--- src/rtl/core/mps_pkg.sv ---
`timescale 1ns / 1ps
`default_nettype none

package mps_pkg;

  localparam int ANGLE_BITS_DEF = 16;

  localparam int POS_W   = 32;
  localparam int HEAD_W  = 16;
  localparam int COST_W  = 32;
  localparam int PPRIM_W = 4;
  localparam int REQ_W   = 3;
  localparam int STEP_W  = 17;

  localparam int PEN_W    = 16;
  localparam int PEN_FRAC = 12;
  localparam int PCOST_W  = 29;
  localparam int NUM_PEN  = 3;

  localparam int Q30      = 30;
  localparam int POLY_W   = 32;
  localparam int MUL_W    = 31;
  localparam int TRIG_W   = 32;
  localparam int DX_W     = 18;
  localparam int DY_W     = 15;
  localparam int ROT_W    = 50;
  localparam int NUM_POLY = 5;

  localparam int CFG_IDX_W = 2;

  localparam int IN_X_LSB     = 0;
  localparam int IN_Y_LSB     = IN_X_LSB + POS_W;
  localparam int IN_HEAD_LSB  = IN_Y_LSB + POS_W;
  localparam int IN_COST_LSB  = IN_HEAD_LSB + HEAD_W;
  localparam int IN_PPRIM_LSB = IN_COST_LSB + COST_W;
  localparam int IN_PRIM_LSB  = IN_PPRIM_LSB + PPRIM_W;
  localparam int IN_USED      = IN_PRIM_LSB + REQ_W;
  localparam int IN_W         = ((IN_USED + 7) / 8) * 8;

  localparam int OUT_USED = 2 * POS_W + HEAD_W + COST_W + STEP_W;
  localparam int OUT_W    = ((OUT_USED + 7) / 8) * 8;

  localparam int FLAG_ROT  = 0;
  localparam int FLAG_REV  = 1;
  localparam int FLAG_GEAR = 2;

  typedef enum logic [CFG_IDX_W-1:0] {
    REG_ROTATE  = 2'd0,
    REG_REVERSE = 2'd1,
    REG_GEAR    = 2'd2
  } cfg_reg_t;

  typedef enum logic [1:0] {
    ARC_LEFT     = 2'd0,
    ARC_STRAIGHT = 2'd1,
    ARC_RIGHT    = 2'd2
  } arc_t;

  typedef enum logic [1:0] {
    QUAD_0 = 2'd0,
    QUAD_1 = 2'd1,
    QUAD_2 = 2'd2,
    QUAD_3 = 2'd3
  } quad_t;

  localparam logic [REQ_W-1:0]          PRIM_ROTATE    = 3'd0;
  localparam logic [REQ_W-1:0]          PRIM_BACK0     = 3'd3;
  localparam logic [REQ_W-1:0]          PRIM_LAST      = 3'd5;
  localparam logic signed [PPRIM_W-1:0] PPRIM_FWD_MAX  = 4'sd2;

  localparam logic [PEN_W-1:0]  PEN_ONE  = 16'd4096;
  localparam logic [PEN_W-1:0]  PEN_HALF = 16'd2048;
  localparam logic [HEAD_W-1:0] DT_TURN  = 16'd2458;

  localparam logic [MUL_W-1:0]         ONE_Q30  = 31'h4000_0000;
  localparam logic signed [TRIG_W-1:0] ONE_TRIG = 32'sh4000_0000;

  localparam logic signed [POLY_W-1:0] SIN_A1 = 32'sd1686629713;
  localparam logic signed [POLY_W-1:0] SIN_A3 = -32'sd693598668;
  localparam logic signed [POLY_W-1:0] SIN_A5 = 32'sd85569306;
  localparam logic signed [POLY_W-1:0] SIN_A7 = -32'sd5026995;
  localparam logic signed [POLY_W-1:0] SIN_A9 = 32'sd172273;

  typedef struct packed {
    logic signed [POS_W-1:0] px;
    logic signed [POS_W-1:0] py;
    logic [HEAD_W-1:0]       head;
    logic [COST_W-1:0]       pcost;
    quad_t                   quad;
    logic [MUL_W-1:0]        z;
    logic [MUL_W-1:0]        zc;
    logic signed [DX_W-1:0]  fdx;
    logic signed [DY_W-1:0]  dy;
    logic [STEP_W-1:0]       step;
    logic [NUM_PEN-1:0]      pflags;
  } front_t;

  typedef struct packed {
    logic signed [POS_W-1:0] px;
    logic signed [POS_W-1:0] py;
    logic [HEAD_W-1:0]       head;
    logic [COST_W-1:0]       cost;
    logic [STEP_W-1:0]       step;
    quad_t                   quad;
    logic signed [DX_W-1:0]  fdx;
    logic signed [DY_W-1:0]  dy;
    logic [MUL_W-1:0]        z;
    logic [MUL_W-1:0]        zc;
    logic [MUL_W-1:0]        z2;
    logic [MUL_W-1:0]        zc2;
  } mid_t;

  typedef struct packed {
    logic signed [POS_W-1:0] px;
    logic signed [POS_W-1:0] py;
    logic [HEAD_W-1:0]       head;
    logic [COST_W-1:0]       cost;
    logic [STEP_W-1:0]       step;
  } tail_t;

  function automatic logic signed [DX_W-1:0] arc_dx(input arc_t k);
    logic signed [DX_W-1:0] r;
    case (k)
      ARC_STRAIGHT:        r = 18'sd92650;
      ARC_LEFT, ARC_RIGHT: r = 18'sd91794;
      default:             r = '0;
    endcase
    return r;
  endfunction

  function automatic logic signed [DY_W-1:0] arc_dy(input arc_t k);
    logic signed [DY_W-1:0] r;
    case (k)
      ARC_LEFT:  r = -15'sd10865;
      ARC_RIGHT: r = 15'sd10865;
      default:   r = '0;
    endcase
    return r;
  endfunction

  function automatic logic [STEP_W-1:0] step_len(input arc_t k);
    logic [STEP_W-1:0] r;
    case (k)
      ARC_STRAIGHT:        r = 17'd92650;
      ARC_LEFT, ARC_RIGHT: r = 17'd92435;
      default:             r = '0;
    endcase
    return r;
  endfunction

  // Horner coefficient folded in by each cell of the sine chain
  function automatic logic signed [POLY_W-1:0] poly_coef(input int idx);
    logic signed [POLY_W-1:0] r;
    case (idx)
      0:       r = SIN_A7;
      1:       r = SIN_A5;
      2:       r = SIN_A3;
      3:       r = SIN_A1;
      default: r = '0;
    endcase
    return r;
  endfunction

endpackage

`default_nettype wire

--- src/rtl/core/mps_pen_cell.sv ---
`timescale 1ns / 1ps
`default_nettype none

module mps_pen_cell #(
  parameter int SIDE_W = 1
) (
  input  wire logic                         clk,
  input  wire logic                         rst,
  input  wire logic                         in_valid,
  output logic                              in_ready,
  input  wire logic [mps_pkg::PCOST_W-1:0]  in_val,
  input  wire logic                         in_apply,
  input  wire logic [mps_pkg::PEN_W-1:0]    pen,
  input  wire logic [SIDE_W-1:0]            in_side,
  output logic                              out_valid,
  input  wire logic                         out_ready,
  output logic [mps_pkg::PCOST_W-1:0]       out_val,
  output logic [SIDE_W-1:0]                 out_side
);
  import mps_pkg::*;

  localparam int PROD_W = PCOST_W + PEN_W;

  logic              load;
  logic [PROD_W-1:0] prod;
  logic [PROD_W-1:0] rnd;

  assign load     = !out_valid || out_ready;
  assign in_ready = load;

  always_comb begin
    prod = PROD_W'(in_val) * PROD_W'(pen);
    rnd  = prod + PROD_W'(PEN_HALF);
  end

  always_ff @(posedge clk) begin
    if (rst) begin
      out_valid <= 1'b0;
    end else if (load) begin
      out_valid <= in_valid;
    end
  end

  always_ff @(posedge clk) begin
    if (load && in_valid) begin
      out_val  <= in_apply ? rnd[PEN_FRAC +: PCOST_W] : in_val;
      out_side <= in_side;
    end
  end

endmodule

`default_nettype wire

--- config.mk ---
export PLATFORM = sky130hd
export DESIGN_NAME = mps_pen_cell
export DESIGN_NICKNAME = d
export VERILOG_FILES = /design/src/rtl/core/mps_pkg.sv /design/src/rtl/core/mps_pen_cell.sv
export SDC_FILE = /design/constraint.sdc
export NUM_CORES = 1
export LEC_CHECK = 0
export ABC_AREA = 1
export BUFFER_PORTS_ARGS = -buffer_cell sky130_fd_sc_hd__buf_2
export CAP_MARGIN = 25
export CORE_MARGIN = 8
export CORE_UTILIZATION = 60
export DETAILED_ROUTE_END_ITERATION = 8
export GPL_TIMING_DRIVEN = 0
export HOLD_SLACK_MARGIN = 0.15
export PLACE_DENSITY = 0.78
export SYNTH_ARGS = -nofsm -noshare
export SYNTH_HDL_FRONTEND = slang
export SYNTH_SLANG_ARGS = --single-unit
--- constraint.sdc ---
create_clock -name clk -period 8.05 [get_ports clk]
set_clock_uncertainty 0.05 [all_clocks]
set_input_delay 1.2075 -clock clk [delete_from_list [all_inputs] [get_ports clk]]
set_output_delay 1.2075 -clock clk [all_outputs]
set_load 0.03 [all_outputs]
# Yosys cells after proc, flatten, opt, wreduce, memory -nomap -nowiden
# Cells that the tools add are included.
[totals] regBits=31 inputBits=51
[classes] n_addsub=1 multipliers=1 muxes=1 n_reduce_logical=3
[op_table] op="adder 41 x 12 -> 41 bit, second input constant" n=1
[op_table] op="multiplier 29 x 16 -> 41 bit" n=1
[op_table] op="2-to-1 mux 29 bit" n=1
[op_table] op="logical AND 1 bit" n=1
[op_table] op="logical NOT 1 bit" n=1
[op_table] op="logical OR 1 bit" n=1

# Depth between registers and ports, before layout
# Gate-level depths: netlist of run 1.
[logic_depth] word_depth=3 depth_mapped=30 ltp_nobuf=28

# Worst setup path after synthesis of run 1
# Ideal clock, no wire load.
[synth_path] path_kind="input to register" from="in pen[2] (netlist bit)" to="reg out_val[15] (netlist bit) (data pin)" arrival_time_ns=6.222 required_ns=7.746 slack_ns=1.524 cell_stages=25 n_path_buf=2 path_cell_list="clkbuf_1 -> clkbuf_1 -> nand2_1 -> fa_1 -> inv_1 -> fa_1 -> inv_1 -> fa_1 -> inv_1 -> fa_1 -> fa_1 -> inv_1 -> fa_1 -> inv_1 -> ha_1 -> nand2_1 -> nor2_1 -> inv_1 -> nor2_1 -> inv_1 -> o21a_1 -> nand2_1 -> nand2_1 -> nand3_1 -> nand2_1"
[synth_via] elab_chain_len=3
[synth_lines] item="start, declared" line="mps_pen_cell.sv:13" source="input wire logic [mps_pkg::PEN_W-1:0] pen,"
[synth_lines] item="multiplier 29 x 16 -> 41 bit" line="mps_pen_cell.sv:32" source="prod = PROD_W'(in_val) * PROD_W'(pen);"
[synth_lines] item="adder 41 x 12 -> 41 bit" line="mps_pen_cell.sv:33" source="rnd = prod + PROD_W'(PEN_HALF);"
[synth_lines] item="2-to-1 mux 29 bit" line="mps_pen_cell.sv:46" source="out_val <= in_apply ? rnd[PEN_FRAC +: PCOST_W] : in_val;"
[synth_lines] item="end signal, assigned" line="mps_pen_cell.sv:46"
[synth_lines] item="end, declared" line="mps_pen_cell.sv:17" source="output logic [mps_pkg::PCOST_W-1:0] out_val,"
# No other way between the ends.
# A chain may end at the register's enable or synchronous reset.

# Worst setup path in the final report of run 1
[layout_path] from="in pen[12] (netlist bit)" to="reg out_val[23] (netlist bit) (data pin)"
# The elaborated chain is that of the path after synthesis.

==> impl_metrics.tcl, run 1 <==
set metrics [dict create \
    htree_num_levels 2 \
    antenna_found_initial 0 \
    start_util_pct 60.7 \
    hold_buffers 0 \
    synth_edf_count 30 \
    dp_hpwl_mm 44.8 \
    status "complete, no violations" \
    stdcell_area_um2 17700 \
    synth.distinct_cells 38 \
    gp_congestion 0.991 \
    path_class "input pin to register" \
    drt-pass1-iter-count 6 \
    clock-root-buffer "clkbuf_16" \
    synth_seq_cells 31 \
    min_period_ns 7.82 \
    drc_errors 0 \
    rsz0062_at_grt "no" \
    hold_start "out_valid" \
    placed_cell_area_um2 17500 \
    drt-initial-drc-count 1497 \
    grt_first_pass_wirelength_mm 82.7 \
    finalSetupTns_ns 0 \
    ctsResizeCount 0 \
    r2r_cells 2 \
    path_cells "buf_2 > clkbuf_1 > buf_1 > nand2_1 > fa_1 > inv_1 > fa_1 > fa_1 > fa_1 > fa_1 > inv_1 > fa_1 > inv_1 > ha_1 > a21oi_1 > o21ai_0 > a21oi_1 > nor2_1 > nor3_1 > nand3_1 > nand3_1 > nand2_1" \
    finalCritPeriodShare_pct 97.1 \
    grtUsageTotal_pct 32.3 \
    r2r_end "out_val[11]" \
    wire_per_inst_um 19.6 \
    worstHoldEndpoint "out_valid" \
    gr-total-overflow 0 \
    cp.depth 22 \
    rrSetupSlack_ns 6.70 \
    cts_buffers 5 \
    cts_tree "yes" \
    required_ns 8.03 \
    worstSkewPairLatency_ns 0.28 \
    io-pin-count 83 \
    cap_violations 0 \
    crit_path_max_fanout 10 \
    slew_headroom_pct 31.2 \
    grt_max_degree 20 \
    worstHoldPathType "register to register" \
    clkSinkCount 31 \
    num_antenna_cells 0 \
    hold_depth 2 \
    wl_mm 52.7 \
    grt_pass1_vias 15200 \
    die_h_um 183 \
    post_cts_buffers 0 \
    die-area_um2 33600 \
    drive_gt1_share_pct 3.60 \
    portBuffers 39 \
    timing.rr.start "out_valid" \
    syn_nets 2796 \
    cpMaxStageDelayCell "buf_1" \
    core_area_um2 27700 \
    nNetsFinal 2843 \
    clockBufferDepth 2 \
    setup_violations 0 \
    worstPathArrival_ns 7.80 \
    std_cell_rows 61 \
    worst_pin_slew_ns 1.03 \
    syn-cell-area_um2 16800 \
    area_growth_syn_to_layout_pct 5.04 \
    die_width_um 183 \
    ys_async_sr_fraction_pct 0 \
    yosysWarnings 0 \
    avgSynthCellArea_um2 7.45 \
    path_delay_family "adder cells" \
    start_kind "input pin" \
    finalMaxSlewViolations 0 \
    synth_cells 2258 \
    max_freq_mhz 128 \
    vias_per_cell 5.44 \
    path_clk_slew_ns 0.05 \
    routed-via-count 14600 \
    path_common_cell "fa_1" \
    seq_area_frac_synth_pct 5.48 \
    path_buf_inv 6 \
    ant_nets 0 \
    cp-end-kind "register" \
    finalHoldViolCount 0 \
    max_stage_delay_ns 0.72 \
    synth_ff_type "edfxtp_1" \
]
## synth_stat cells (15+ instances only)
| master | instances | share of area [%] |
|---|---|---|
| edfxtp_1 | 30 | 5.4 |
| clkbuf_1 | 90 | 2.0 |
| nand2_2 | 15 | 0.56 |
| nand2_1 | 654 | 15 |
| nand3_1 | 39 | 1.2 |
| ha_1 | 116 | 8.6 |
| inv_1 | 700 | 16 |
| a21oi_1 | 51 | 1.5 |
| o21ai_0 | 26 | 0.77 |
| nor2_1 | 64 | 1.4 |
| fa_1 | 371 | 44 |
## tightest hold or removal path: stages (launching register included)
cell     delay [ns]
dfxtp_1        0.34
nand2_1        0.09
a21oi_1        0.06
## flip-flops by register name, indices dropped and copies added (netlist names)
register and count:
out_val 29, out_side 1, out_valid 1
## kinds of logic (layout without fill, tap and decap cells)
group	after synthesis	count (layout)	share of synthesized area [%]
DFF	31	31	5.48
AOI/OAI and AO/OA	104	104	3.36
buffers and inverters	811	859	18.2
and+or+nand+nor	811	811	19.4
xor gates and xnor gates	14	14	0.729
adders and majority gates	487	487	52.8
## area by class of cell
cell class / count / area [um^2]
clock buffers: 5 / 125
clock inverters: 3 / 15.0
inverters: 701 / 2630
plain buffers: 110 / 437
repair buffers: 40 / 223
fillers: 2489 / 10000
multi-input cells: 1416 / 12800
well taps: 378 / 473
flip-flops and latches: 31 / 921
## metal layers
metal | global-route usage (%) | wire length (um) | up-vias
li1 | - | - | 6421
met1 | 41.0 | 19600 | 7110
met2 | 51.8 | 24000 | 863
met3 | 6.40 | 5650 | 206
met4 | 17.4 | 3500 | 0
met5 | 0 | 0 | -
## worst max-delay path by stage
stage | start | to | slack [ns]
6_report | pen[12] | out_val[23] | 0.23
5_1_grt | pen[12] | out_val[23] | 0.0002
4_1_cts | pen[12] | out_val[23] | 0.35
3_5_place_dp | pen[12] | out_val[23] | 0.08
3_3_place_gp | pen[12] | out_val[23] | 0.1
2_1_floorplan | pen[2] | out_val[15] | 1.52
## per-stage QoR
step	worst slack (ns)	util (%)	std cells	hold slack (ns)
3_5_place_dp	0.0820	63.3	2676	0.475
6_report	0.234	63.8	2684	0.482
2_1_floorplan	1.52	-	2258	0.782
4_1_cts	0.352	63.8	2684	0.483
5_1_grt	0.000219	63.8	2684	0.500
3_3_place_gp	0.0972	63.1	2675	0.422
## layout by cell type (no fill, tap or decap), types with 5 or more instances in the layout
cell / count
a21oi_1: 50
buf_1: 10
buf_2: 45
clkbuf_1: 90
clkbuf_16: 5
edfxtp_1: 30
fa_1: 371
ha_1: 116
inv_1: 700
nand2_1: 654
nand2_2: 15
nand3_1: 39
nand3b_1: 7
nand4_1: 10
nor2_1: 64
nor3_1: 7
o21a_1: 8
o21ai_0: 26
o21ai_1: 8
xnor2_1: 10
Power of run 1 is not shown: default switching activity piles up to over one toggle a cycle in this logic, so the estimate is an artifact.
==> run 2, diff against run 1 <==
--- a/config.mk
+++ b/config.mk
@@ -6,14 +6,13 @@
 export NUM_CORES = 1
 export LEC_CHECK = 0
 export ABC_AREA = 1
-export BUFFER_PORTS_ARGS = -buffer_cell sky130_fd_sc_hd__buf_2
 export CAP_MARGIN = 25
-export CORE_MARGIN = 8
 export CORE_UTILIZATION = 60
 export DETAILED_ROUTE_END_ITERATION = 8
+export DONT_BUFFER_PORTS = 1
 export GPL_TIMING_DRIVEN = 0
 export HOLD_SLACK_MARGIN = 0.15
-export PLACE_DENSITY = 0.78
+export PLACE_DENSITY = 0.76
 export SYNTH_ARGS = -nofsm -noshare
 export SYNTH_HDL_FRONTEND = slang
 export SYNTH_SLANG_ARGS = --single-unit
==> impl_metrics.tcl, run 2 (synthesis results as in run 1) <==
set metrics [dict create \
    cap_violations 0 \
    stdcell_area_um2 17400 \
    finalHoldViolCount 0 \
    clock-root-buffer "clkbuf_16" \
    placed_cell_area_um2 17300 \
    ant_nets 0 \
    gp_congestion 1.02 \
    htree_num_levels 2 \
    path_clk_slew_ns 0.05 \
    cpMaxStageDelayCell "clkbuf_1" \
    slew_headroom_pct 23.9 \
    start_util_pct 61.7 \
    start_kind "input pin" \
    ctsResizeCount 0 \
    drt-pass1-iter-count 5 \
    portBuffers 0 \
    clkSinkCount 31 \
    worstHoldPathType "register to register" \
    dpl.cell_count 2630 \
    post_cts_buffers 0 \
    io-pin-count 83 \
    die_width_um 169 \
    path_cells "clkbuf_1 > clkbuf_1 > nand2_1 > fa_1 > fa_1 > fa_1 > inv_1 > fa_1 > fa_1 > inv_1 > fa_1 > inv_1 > ha_1 > nand2_1 > nor2_1 > nand2_1 > nor2_1 > nand2_1 > nand3_2 > nand2_1 > nand2_1 > nand2_1 > nand3_1 > nand2_1" \
    area_growth_syn_to_layout_pct 3.63 \
    setup_violations 0 \
    antenna_found_initial 0 \
    max_freq_mhz 129 \
    grt_pass1_vias 14800 \
    drc_errors 0 \
    grt_first_pass_wirelength_mm 81.0 \
    path_common_cell "nand2_1" \
    cp-end-kind "register" \
    die-area_um2 28700 \
    std_cell_rows 60 \
    worstPathArrival_ns 7.71 \
    cts_buffers 5 \
    required_ns 8.03 \
    hold_buffers 0 \
    rsz0062_at_grt "no" \
    dp_hpwl_mm 43.7 \
    worst_pin_slew_ns 1.14 \
    grtUsageTotal_pct 37.8 \
    dp_slack_ns 0.237 \
    top_register "out_val" \
    die_h_um 169 \
    reg_top3 "out_val: 29 flops, out_side: 1 flops, out_valid: 1 flops" \
    finalCritPeriodShare_pct 96.1 \
    drive_gt1_share_pct 1.90 \
    vias_per_cell 5.43 \
    worstSkewPairLatency_ns 0.28 \
    wl_mm 51.2 \
    drt-initial-drc-count 1323 \
    cts_tree "yes" \
    layout_commonest_cell "inv_1" \
    largest_reg_flops 29 \
    fin_cells 2637 \
    gr-total-overflow 0 \
    finalSetupTns_ns 0 \
    clockBufferDepth 2 \
    worst_slack_ns 0.313 \
    routed-via-count 14300 \
    path_class "input pin to register" \
    max_stage_delay_ns 0.82 \
    nNetsFinal 2803 \
    finalMaxSlewViolations 0 \
    wire_per_inst_um 19.4 \
    grt_max_degree 31 \
    core_area_um2 27300 \
    crit_path_max_fanout 10 \
    final_cell_mix "inv_1 (700), nand2_1 (654), fa_1 (371), ha_1 (116), clkbuf_1 (90)" \
    min_period_ns 7.74 \
    num_antenna_cells 0 \
    status "complete, no violations" \
]
run 2: layout make-up:
cell class	count	area [um^2]
fillers	2444	9820
well taps	372	465
inverters	701	2630
multi-input cells	1416	12800
plain buffers	110	437
flip-flops and latches	31	921
clock inverters	2	8.76
clock buffers	5	125
run 2: path summary, 6_finish.rpt:
kind,slack (ns),depth (start not counted),endpoint,start
min,0.87,2,out_valid,out_valid
max,0.31,24,out_val[18],in_val[19]
max reg2reg,6.34,1,out_val[0],out_valid
min reg2reg,0.87,2,out_valid,out_valid
run 2: per-layer routing:
metal	GRT usage [%]	vias to the layer above	wire length [um]
li1	-	6329	-
met2	61.0	805	23600
met1	48.4	6984	19100
met3	7.44	198	5250
met5	0	-	0
met4	19.7	0	3220
run 2: metrics by stage:
stage,utilization [%],hold slack (ns)
2_1_floorplan,-,0.782
3_3_place_gp,63.4,0.804
3_5_place_dp,63.5,0.866
4_1_cts,64.0,0.872
5_1_grt,64.0,0.913
6_report,64.0,0.866
run 2: worst max-delay path: cells and delay by family:
family | cells | cell delay, ns
adders and majority gates | 7 | 3.53
buffers and inverters | 5 | 1.57
and+or+nand+nor | 12 | 1.39
Power of run 2 is left out for the same reason.
